$ cat src/rtl/apsp_pkg.sv
package apsp_pkg;

	typedef logic signed [20:0] dist_t;

	localparam dist_t DIST_INF = 21'sd524288;
	localparam dist_t COST_MAX = 21'sd524287;
	localparam dist_t COST_MIN = -21'sd524288;

	typedef enum logic [1:0] {
		OP_CLEAR = 2'd0,
		OP_EDGE  = 2'd1,
		OP_RUN   = 2'd2,
		OP_QUERY = 2'd3
	} op_t;

endpackage

$ cat src/rtl/apsp_relax.sv
module apsp_relax (
	input  apsp_pkg::dist_t dik,
	input  apsp_pkg::dist_t dkj,
	input  apsp_pkg::dist_t dij,
	output logic            upd,
	output apsp_pkg::dist_t sum
);

	logic signed [21:0] raw;

	always_comb begin
		raw = {dik[20], dik} + {dkj[20], dkj};
		if (raw > 22'sd524287) begin
			sum = apsp_pkg::COST_MAX;
		end else if (raw < -22'sd524288) begin
			sum = apsp_pkg::COST_MIN;
		end else begin
			sum = raw[20:0];
		end
		upd = (dik != apsp_pkg::DIST_INF) && (dkj != apsp_pkg::DIST_INF) && (sum < dij);
	end

endmodule

$ cat config.mk
export PLATFORM = sky130hd
export DESIGN_NAME = apsp_relax
export DESIGN_NICKNAME = d
export VERILOG_FILES = /design/src/rtl/apsp_pkg.sv /design/src/rtl/apsp_relax.sv
export SDC_FILE = /design/constraint.sdc
export NUM_CORES = 1
export LEC_CHECK = 0
export BUFFER_PORTS_ARGS = -buffer_cell sky130_fd_sc_hd__clkbuf_2
export CAP_MARGIN = 20
export CORE_UTILIZATION = 35
export DETAILED_ROUTE_END_ITERATION = 8
export PLACE_DENSITY_LB_ADDON = 0.12
export SYNTH_ARGS = -nofsm -noshare
export SYNTH_HDL_FRONTEND = slang
export SYNTH_SLANG_ARGS = --single-unit
$ cat constraint.sdc
create_clock -name vclk -period 12.91
set_input_delay 1.9365 -clock vclk [all_inputs]
set_output_delay 1.9365 -clock vclk [all_outputs]
set_load 0.01 [all_outputs]
Yosys cells after proc, flatten, opt, wreduce, memory -nomap -nowiden
Index checks and enable logic that the tools add are counted.

Eq/ne operators: 2. $lt $le $gt $ge: 3. Muxes and demuxes: 2. $add $sub $neg: 1. Reduce and logical (&&, ||, !) cells: 2.

Operators with widths (number): $mux W21 (2); $ne A21 B21 Y1 const B (2); $add A21 B21 Y22 (1); $gt A22 B20 Y1 const B (1); $lt A22 B20 Y1 const B (1); $lt A21 B21 Y1 (1); $logic_and A1 B1 Y1 (2).

Register bits: 0. Logic and storage cells: 10. Output and inout port bits: 22. Input port bits: 63.

Depth between registers and ports, before layout
Gate-level depths: netlist of the first run.

Word-level depth: 6. Gate-level depth with buffers: 21. Depth with buffers taken out: 20.

Worst setup path before layout of the first run
No wires, ideal clock.

Kind: input -> output. Start: input port dik[0]. End: output port upd. Stages: 21. Arrival: 6147 ps. Path slack: 4827 ps. Required time: 10973 ps. Buffers on the path: 2. Cells stage by stage: ha_1 -> fa_1 -> a211oi_1 -> o21ai_0 -> a21oi_1 -> o21ai_1 -> xnor2_1 -> o21a_1 -> buf_2 -> buf_4 -> o21ai_0 -> ha_1 -> a21o_1 -> a21o_1 -> a21oi_1 -> o21ai_0 -> a31o_2 -> a2111oi_0 -> a21oi_1 -> o21ai_0 -> nor3b_2.

Word-level cells in the longest chain between the ends: 6. Elaborated cells on any way between the ends: 9. Those cells by class: add/sub: 1; order compare: 3; eq/ne: 1; mux: 2; reduce/logical: 2.

RTL lines: start: declaration (RTL line apsp_relax.sv:2) `input apsp_pkg::dist_t dik,`; $add A21 B21 Y22 (*) (RTL line apsp_relax.sv:12) `raw = {dik[20], dik} + {dkj[20], dkj};`; $lt A22 B20 Y1 (RTL line apsp_relax.sv:15) `end else if (raw < -22'sd524288) begin`; $mux W21 (RTL line apsp_relax.sv:15); $mux W21 (*) (RTL line apsp_relax.sv:13) `if (raw > 22'sd524287) begin`; net sum[14] (RTL line apsp_relax.sv:6) `output apsp_pkg::dist_t sum`; $lt A21 B21 Y1 (*) (RTL line apsp_relax.sv:20) `upd = (dik != apsp_pkg::DIST_INF) && (dkj != apsp_pkg::DIST_INF) && (sum < dij);`; $logic_and A1 B1 Y1 (*) (RTL line apsp_relax.sv:20); end: declaration (RTL line apsp_relax.sv:5) `output logic upd,`.

Mark *: on every way through the listed nets, which the timed path passes. The rest lies on a longest branch.

Final worst setup path of the first run
Start: input port dik[0]. End: output port upd.

Word-level cells in the longest chain between the ends: 6. Elaborated cells on any way between the ends: 9. Those cells by class: add/sub: 1; order compare: 3; eq/ne: 1; mux: 2; reduce/logical: 2.

RTL lines (RTL line): $add A21 B21 Y22 (apsp_relax.sv:12); $lt A22 B20 Y1 (apsp_relax.sv:15); $mux W21 (apsp_relax.sv:15); $mux W21 (apsp_relax.sv:13); $lt A21 B21 Y1 (apsp_relax.sv:20); $logic_and A1 B1 Y1 (*) (apsp_relax.sv:20).

Mark *: on every way between the ends. The rest lies on a longest branch, timed or not.

==> summary.md, run 1 <==
| Metric | Value |
|---|---|
| Gpl congestion | 0.935 |
| Synthesized cell area | 1840 um2 |
| Crit Path Max Fanout | 20 |
| Final Hold Fails | 0 |
| Post-Route Setup TNS | 0 ns |
| Worst path cell trace | clkbuf_2 -> ha_1 -> fa_1 -> a211oi_1 -> o21ai_0 -> a21oi_1 -> o21ai_1 -> xnor2_1 -> o21a_1 -> o21ai_0 -> ha_1 -> a21o_1 -> a21o_1 -> a21oi_1 -> o21ai_0 -> a31o_2 -> a2111oi_0 -> a21oi_1 -> o21ai_0 -> nor3b_2 -> clkbuf_2 |
| Seq cells | 0 |
| Post-DRT Antenna Nets | 0 |
| Sequential area share after synthesis | 0% |
| Starting Density | 36.3% |
| Vias per cell | 5.22 |
| Post-synth top cells | ha_1, o21ai_0, a21oi_1, inv_1, nor2_1 |
| Initial antenna violation count | 0 |
| Hold Crit Start | dkj[0] |
| Share of layout cells above drive strength 1 | 29.0% |
| Tcrit/Tclk final | 65.5% |
| Layout Nets | 448 |
| Rows | 26 |
| Syn_nets | 366 |
| Setup violations, final | 0 |
| Top cell type by total area after synthesis | ha_1 |
| RSZ-0062 raised after global routing | false |
| IO Pins | 85 |
| Final slew viol count | 0 |
| Synth top area share | 27.9% |
| Initial DRC Count | 106 |
| Main area contributors after synthesis | ha_1, o21ai_0, a21oi_1 |
| Area Growth Syn to Fin | 26.4% |
| Post-CTS Resized | 0 |
| Critical Path Most Common Cell | o21ai_0 |
| P_leak | 1.19 nW |
| Worst setup EP type | output pin |
| Peak Freq | 118 MHz |
| Final core utilization | 45.9% |
| Critical Path Max Stage Delay | 0.50 ns |
| Worst hold stages | 5 |
| Die height | 74.5 um |
| Critical Path RT | 10.97 ns |
| Core Footprint | 5070 um2 |
| Slew headroom | 62.6% |
| Die ar. | 5560 um2 |
| Critical Path Start Type | input pin |
| Least-Margin Pin Slew | 0.561 ns |
| ANT cells | 0 |
| Hold Buf Count CTS | 0 |
| CP max-delay cell | o21a_1 |
| Cells after Synth | 261 |
| Sequential Area | 0 um2 |
| Hold WC Path Type | input pin to output pin |
| Synth warnings | 0 |
| Via count | 2145 |
| Pwr dens | 70.7 nW/um2 |
| Max Cap Violations | 0 |
| Post-CTS Setup Inserts | 0 |
| Post-DP HPWL | 4.72 mm |
| Pwr Total | 0.000164 W |
| Hold Path Sink | sum[0] |
| Vias in the first global route | 1846 |
| WP data arrival | 6.52 ns |
| Final setup margin | 4.45 ns |
| WS Path Type | input pin to output pin |
| GR Util All Layers | 18.8% |
| Worst vdd ir | 0.0256 mV |
| First-pass GRT wire length | 8.47 mm |
| Min Clock Period, post-route | 8.46 ns |
| Largest net degree at the start of global routing | 21 |
| Most frequent cell after synthesis | ha_1 |
| Drt wl/cell | 12.7 um |
| Syn avg cell area | 7.06 um2 |
| Die X | 74.5 um |
| Post-route DRC | 0 |
| Status | finished clean |
| Setup WS pre-CTS | 4.47 ns |
| Post-synth cell types | 45 |
| GRT Residual Overflow | 0 |
| Fillers | 560 |
| Initial DRT Pass Iterations | 4 |
| Total detailed-routing wirelength | 5.24 mm |
| I/O Buffers | 85 |
| Clock Buffer Count | 0 |
-- routing by layer --
layer	vias up	track usage [%]	share of wire, %
met5	-	0	0
met4	0	0	0
met3	0	0	4.4
met2	64	29.6	40
met1	937	30.2	55
li1	1144	-	-
-- area by class of cell --
type	count	area (um2)	share of cell area [%]
inverter	25	93.8	4.03
multi-input combinational	231	1720	73.9
tap	70	87.6	3.76
timing repair buffer	85	425	18.3
-- cell families (layout without fill, tap and decap cells) --
group           after synthesis  in the layout  synth area share, %
xor+xnor                     16             16                 7.61
buf+inv                      30            110                 6.59
simple gates                 65             65                 18.8
fa+ha+maj                    42             42                 28.9
compound gates              108            108                 38.0
-- worst max path at each step --
stage	from	end	slack, ns	depth (start not counted)
2_1_floorplan	dik[0]	upd	4.83	21
3_3_place_gp	dik[0]	upd	4.60	21
3_5_place_dp	dik[0]	upd	4.47	21
4_1_cts	dik[0]	upd	4.43	21
5_1_grt	dik[0]	upd	3.87	21
6_report	dik[0]	upd	4.45	21
-- critical path: cells and delay by family --
family,cells,cell delay (ns)
AND/OR/NAND/NOR,1,0.16
buffers and inverters,2,0.24
XOR/XNOR,1,0.19
adder cells (fa/ha/maj),3,1.02
AO/OA/AOI/OAI,14,2.96
-- power by group --
part / switching (W) / total [W] / internal, W / leakage, nW
registers: 0 / 0 / 0 / 0
logic: 0.0000949 / 0.000164 / 0.0000695 / 1.19
clock network: 0 / 0 / 0 / 0
-- cell usage in the layout, fill, tap and decap left out, types with 2 or more instances in the layout --
cell,synthesis,routed
clkbuf_2,1,85
ha_1,41,41
o21ai_0,36,36
a21oi_1,27,27
inv_1,25,25
nor2_1,17,17
nand2_1,10,10
a21o_1,10,10
xnor2_1,10,10
nand4_1,8,8
nor4_1,8,8
xor2_1,6,6
nand3_1,5,5
o21ai_1,4,4
o21bai_1,4,4
a31o_2,4,4
nand2b_1,4,4
a211oi_1,3,3
and3_1,3,3
o21a_1,3,3
or3_1,2,2
a211oi_2,2,2
nor3b_2,2,2
nor3_1,2,2
a31oi_1,2,2
-- metrics by stage --
step / hold WS [ns] / instance area (um2) / cells
after floorplan: 4.13 / 1840 / 261
after global placement: 4.49 / 2330 / 411
after detailed placement: 4.47 / 2330 / 411
after CTS: 4.48 / 2330 / 411
after global routing: 4.53 / 2330 / 411
final: 4.48 / 2330 / 411
Note: power is estimated with default switching activity, not from simulation.
==> run 2: changes to the inputs <==
ABC_AREA = 1   (was default)
clock period = 8.41 ns   (was 12.91 ns; I/O delays follow)
==> run 2 against run 1 <==
  * Highest routed layer is now met4
  * Sequential share of layout area is the same
  * Total power grew 66%
  * First-iteration DRC count is 29% lower
  * Worst setup slack lost 2.5 ns
==> summary.md, run 2 <==
| Metric | Value |
|---|---|
| Status | finished clean |
| Worst vdd ir | 0.0441 mV |
| Hold Path Sink | sum[0] |
| Final setup margin | 1.99 ns |
| GRT Residual Overflow | 0 |
| Top cell type by total area after synthesis | ha_1 |
| Initial DRC Count | 75 |
| Syn avg cell area | 6.07 um2 |
| Max Cap Violations | 0 |
| Least-Margin Pin Slew | 0.966 ns |
| Post-route DRC | 0 |
| WS Path Type | input pin to output pin |
| Hold WC Path Type | input pin to output pin |
| Die X | 77.8 um |
| Share of layout cells above drive strength 1 | 29.5% |
| Xor/xnor share of the synthesized area | 7.41% |
| RSZ-0062 raised after global routing | false |
| Synth top area share | 25.5% |
| P_leak | 1.44 nW |
| Core Footprint | 5510 um2 |
| Setup violations, final | 0 |
| WP data arrival | 5.16 ns |
| Sequential area share after synthesis | 0% |
| Most frequent cell after synthesis | nand2_1 |
| Critical Path Max Stage Delay | 0.76 ns |
| Combinational share of power | 100.0% |
| Cells after Synth | 331 |
| Post-CTS Setup Inserts | 0 |
| Post-route insts no fill | 485 |
| NetSw | 0.000165 W |
| Syn_nets | 436 |
| Pwr dens | 109 nW/um2 |
| Switching Share | 60.6% |
| Delay-heaviest family, CP | compound AO/OA/AOI/OAI gates |
| Buf/Inv on CP | 2 |
| Tcrit/Tclk final | 76.4% |
| Crit Path Max Fanout | 20 |
| Via count | 2344 |
| Seq cells | 0 |
| Critical Path RT | 7.15 ns |
| Critical Path Most Common Cell | nand2_1 |
| IO Pins | 85 |
| Main area contributors after synthesis | ha_1, nand2_1, inv_1 |
| Gpl congestion | 0.847 |
| Multi-input gate area | 1790 um2 |
| Placed Cells | 485 |
| GR Util All Layers | 19.1% |
| Drt wl/cell | 11.7 um |
| Post-DRT Antenna Nets | 0 |
| Sequential Area | 0 um2 |
| ANT cells | 0 |
| Die height | 77.8 um |
| Synthesized cell area | 2010 um2 |
| Critical Path Start Type | input pin |
| Multiplexer area fraction after synthesis | 0% |
| Post-CTS Resized | 0 |
| Initial antenna violation count | 0 |
| First-pass GRT wire length | 9.75 mm |
| Post-synth cell types | 32 |
| Starting Density | 36.5% |
| Synth warnings | 0 |
| CP max-delay cell | o21ai_1 |
| Area Growth Syn to Fin | 24.8% |
| Complex-gate fraction of the synthesized area | 17.1% |
| Hold Crit Start | dkj[0] |
| Worst setup EP type | output pin |
| Hold slack | 3.02 ns |
| Most common cell after layout, fill and taps aside | clkbuf_2 |
| Post-Route Setup TNS | 0 ns |
| Worst hold stages | 5 |
| Hold Buf Count CTS | 0 |
| Rows | 27 |
| Final Hold Fails | 0 |
| Worst path cell trace | clkbuf_2 -> ha_1 -> fa_1 -> nand3_1 -> nand2_1 -> nand3_2 -> nand3_1 -> nand2_1 -> nand2_1 -> o21ai_1 -> o21ai_0 -> ha_1 -> a21oi_1 -> nor2_1 -> a211oi_1 -> o221ai_1 -> a21oi_1 -> nand2_1 -> nand2_1 -> nand2_1 -> nor2_2 -> clkbuf_2 |
| Layout Nets | 520 |
| Vias in the first global route | 2205 |
| Fillers | 606 |
| Clock Buffer Count | 0 |
| Most frequent cells in the layout | clkbuf_2, nand2_1, inv_1, ha_1, a21oi_1 |
| Post-synth top cells | nand2_1, inv_1, ha_1, a21oi_1 |
| I/O Buffers | 85 |
| Final slew viol count | 0 |
| Sequential share of power | 0% |
| Post-Synth Adder-Cell Area | 26.5% |
| Peak Freq | 156 MHz |
| Clock power share | 0% |
| Simple-Gate Fraction of Synth Area | 37.8% |
| Largest net degree at the start of global routing | 21 |
| Total detailed-routing wirelength | 5.66 mm |
| Die ar. | 6050 um2 |
| Vias per cell | 4.83 |
| Min Clock Period, post-route | 6.42 ns |
| Main combinational cell family by area after synthesis | simple AND/OR/NAND/NOR gates |
| Slew headroom | 35.2% |
| Setup WS pre-CTS | 2.04 ns |
| Post-DP HPWL | 5.18 mm |
| Pint | 0.000107 W |
| Initial DRT Pass Iterations | 4 |
run 2: changes by cell type after synthesis, sizes merged, moves of 4 or more:
cell,before,now
a21o,11,0
a31o,4,0
inv,25,55
nand2,10,96
nand2b,4,0
nand3,6,13
nor2,17,23
o21ai,40,21
run 2: final cells by class:
class	instances	area share, %
repair buffers	85	17.0
inverters	55	8.23
multi-input cells	273	71.2
well taps	72	3.59
run 2: metal layers:
| layer | GRT usage (%) | vias to the layer above | wire length, um |
|---|---|---|---|
| met4 | 2.26 | 0 | 77 |
| li1 | - | 1278 | - |
| met2 | 32.2 | 61 | 2370 |
| met3 | 0.471 | 6 | 212 |
| met1 | 27.4 | 999 | 3000 |
| met5 | 0 | - | 0 |
run 2: how the worst max path moves through the flow:
stage,startpoint,end,cells after the start
detailed placement,dik[0],upd,22
global route,dik[0],upd,20
floorplan,dik[0],upd,17
CTS,dik[0],upd,22
global placement,dik[0],upd,20
finish,dik[0],upd,22
run 2: logic make-up after synthesis:
family	Yosys count
AOI/OAI and AO/OA	60
xor gates and xnor gates	17
adders and majority gates	42
buffers and inverters	58
and+or+nand+nor	154
run 2: power groups by stage:
stage          clock, W  sequential [W]  combinational, W
6_report              0               0          0.000272
3_3_place_gp          0               0          0.000270
2_1_floorplan         0               0          0.000186
3_5_place_dp          0               0          0.000272
5_1_grt               0               0          0.000308
4_1_cts               0               0          0.000273
run 2: metrics by stage:
stage	power, W	utilization, %	cell area (um2)
after floorplan	0.000186	-	2010
after global placement	0.000270	45.5	2510
after detailed placement	0.000272	45.5	2510
after CTS	0.000273	45.5	2510
after global routing	0.000308	45.5	2510
final	0.000272	45.5	2510
==> run 3: changes to the inputs <==
clock period = 5.22 ns   (was 8.41 ns; I/O delays follow)
==> run 3 against run 2 <==
  * Utilization is 0.14 points higher
  * Global-route usage is 0.96 points lower
  * Combinational power is 61% higher
  * Total power is 61% higher
  * Worst setup slack worse by 1.6 ns
  * Final area is 0.30% higher
  * Count of clock-buffer cells in the layout stayed put
  * Critical path type unchanged
==> summary.md, run 3 (same netlist as run 2, synthesis figures left out) <==
| Metric | Value |
|---|---|
| Status | finished clean |
| Drt wl/cell | 11.4 um |
| Vias per cell | 4.87 |
| Total detailed-routing wirelength | 5.56 mm |
| Critical Path Most Common Cell | nand2_1 |
| Vias in the first global route | 2148 |
| Critical Path Max Stage Delay | 0.41 ns |
| Post-route insts no fill | 486 |
| GRT Residual Overflow | 0 |
| Share of layout cells above drive strength 1 | 29.7% |
| Hold WC Path Type | input pin to output pin |
| Setup violations, final | 0 |
| Die X | 77.8 um |
| Rows | 27 |
| Core Footprint | 5510 um2 |
| Die ar. | 6050 um2 |
| CP max-delay cell | fa_1 |
| Final Hold Fails | 0 |
| GRT met2 Usage | 29.9% |
| Grt met3 use | 0.471% |
| Critical Path RT | 4.44 ns |
| Post-route DRC | 0 |
| Sequential Area | 0 um2 |
| Peak Freq | 206 MHz |
| Post-DP HPWL | 5.20 mm |
| IO Pins | 85 |
| Critical Path Start Type | input pin |
| Largest net degree at the start of global routing | 21 |
| GR Layer Usage met1 | 26.0% |
| Multi-input gate area | 1790 um2 |
| GR Util All Layers | 18.1% |
| Worst path cell trace | clkbuf_2 -> ha_1 -> fa_1 -> nand3_1 -> nand2_1 -> a21oi_1 -> o21bai_1 -> a311oi_1 -> xor2_1 -> o21ai_0 -> ha_1 -> nand4_1 -> nor3_1 -> nor4b_1 -> nand2_1 -> nand2_1 -> nor2_1 -> nor2_2 -> clkbuf_2 |
| RSZ-0062 raised after global routing | false |
| Area Growth Syn to Fin | 25.2% |
| Worst setup EP type | output pin |
| Seq cells | 0 |
| First-pass GRT wire length | 9.20 mm |
| Hold Buf Count CTS | 0 |
| Crit Path Max Fanout | 5 |
| Max Cap Violations | 0 |
| Initial antenna violation count | 0 |
| Least-Margin Pin Slew | 0.461 ns |
| Post-CTS Setup Inserts | 0 |
| Post-Route Setup TNS | 0 ns |
| Tcrit/Tclk final | 93.0% |
| WS Path Type | input pin to output pin |
| Gpl congestion | 0.874 |
| Fillers | 626 |
| Post-DRT Antenna Nets | 0 |
| Via count | 2367 |
| Most frequent cells in the layout | clkbuf_2, nand2_1, inv_1, ha_1, a21oi_1 |
| Pwr dens | 174 nW/um2 |
| Starting Density | 36.5% |
| Min Clock Period, post-route | 4.85 ns |
| Clock Buffer Count | 0 |
| Placed Cells | 486 |
| Layout Nets | 521 |
| Die height | 77.8 um |
| Grt peak-use layer | met2 |
| Initial DRC Count | 51 |
| Post-CTS Resized | 0 |
| Initial DRT Pass Iterations | 4 |
| Slew headroom | 69.0% |
| I/O Buffers | 85 |
| ANT cells | 0 |
| Final slew viol count | 0 |
| Worst vdd ir | 0.0654 mV |
| WP data arrival | 4.07 ns |
| Most common cell after layout, fill and taps aside | clkbuf_2 |
| P_leak | 1.44 nW |
-- run 3: report_power, final --
group / total (W) / internal (W) / leakage [nW] / switching [W]
Combinational: 0.000438 / 0.000175 / 1.44 / 0.000262
Sequential: 0 / 0 / 0 / 0
Clock: 0 / 0 / 0 / 0
Total: 0.000438 / 0.000175 / 1.44 / 0.000262
-- run 3: area by class of cell --
type / instances / area share, %
Timing Repair Buffer: 86 / 17.2
Multi-Input combinational cell: 273 / 71.0
Tap cell: 72 / 3.58
Inverter: 55 / 8.21
-- run 3: per-stage QoR --
stage | setup WS, ns | hold slack (ns) | area, um2 | utilization, % | total power [W]
2_1_floorplan | 0.728 | 1.85 | 2010 | - | 0.000299
3_3_place_gp | 0.439 | 2.06 | 2510 | 45.7 | 0.000436
3_5_place_dp | 0.308 | 2.06 | 2510 | 45.7 | 0.000439
4_1_cts | 0.305 | 2.06 | 2510 | 45.7 | 0.000441
5_1_grt | 0.0338 | 2.10 | 2510 | 45.7 | 0.000493
6_report | 0.365 | 2.06 | 2510 | 45.7 | 0.000438
-- run 3: layer usage --
metal,part of all wire (%),up-vias
li1,-,1283
met1,51,1006
met2,42,70
met3,4.6,8
met4,2.1,0
met5,0,-
-- run 3: worst paths after layout --
kind | end | from | depth (start not counted)
worst min-delay path | sum[0] | dkj[0] | 5
worst max-delay path | upd | dik[0] | 19
-- run 3: critical path: cells and delay by family --
| family | cells | cell delay (ns) |
|---|---|---|
| AND/OR/NAND/NOR | 9 | 1.12 |
| buffers and inverters | 2 | 0.22 |
| AO/OA/AOI/OAI | 4 | 0.83 |
| adder cells (fa/ha/maj) | 3 | 0.95 |
| XOR/XNOR | 1 | 0.16 |
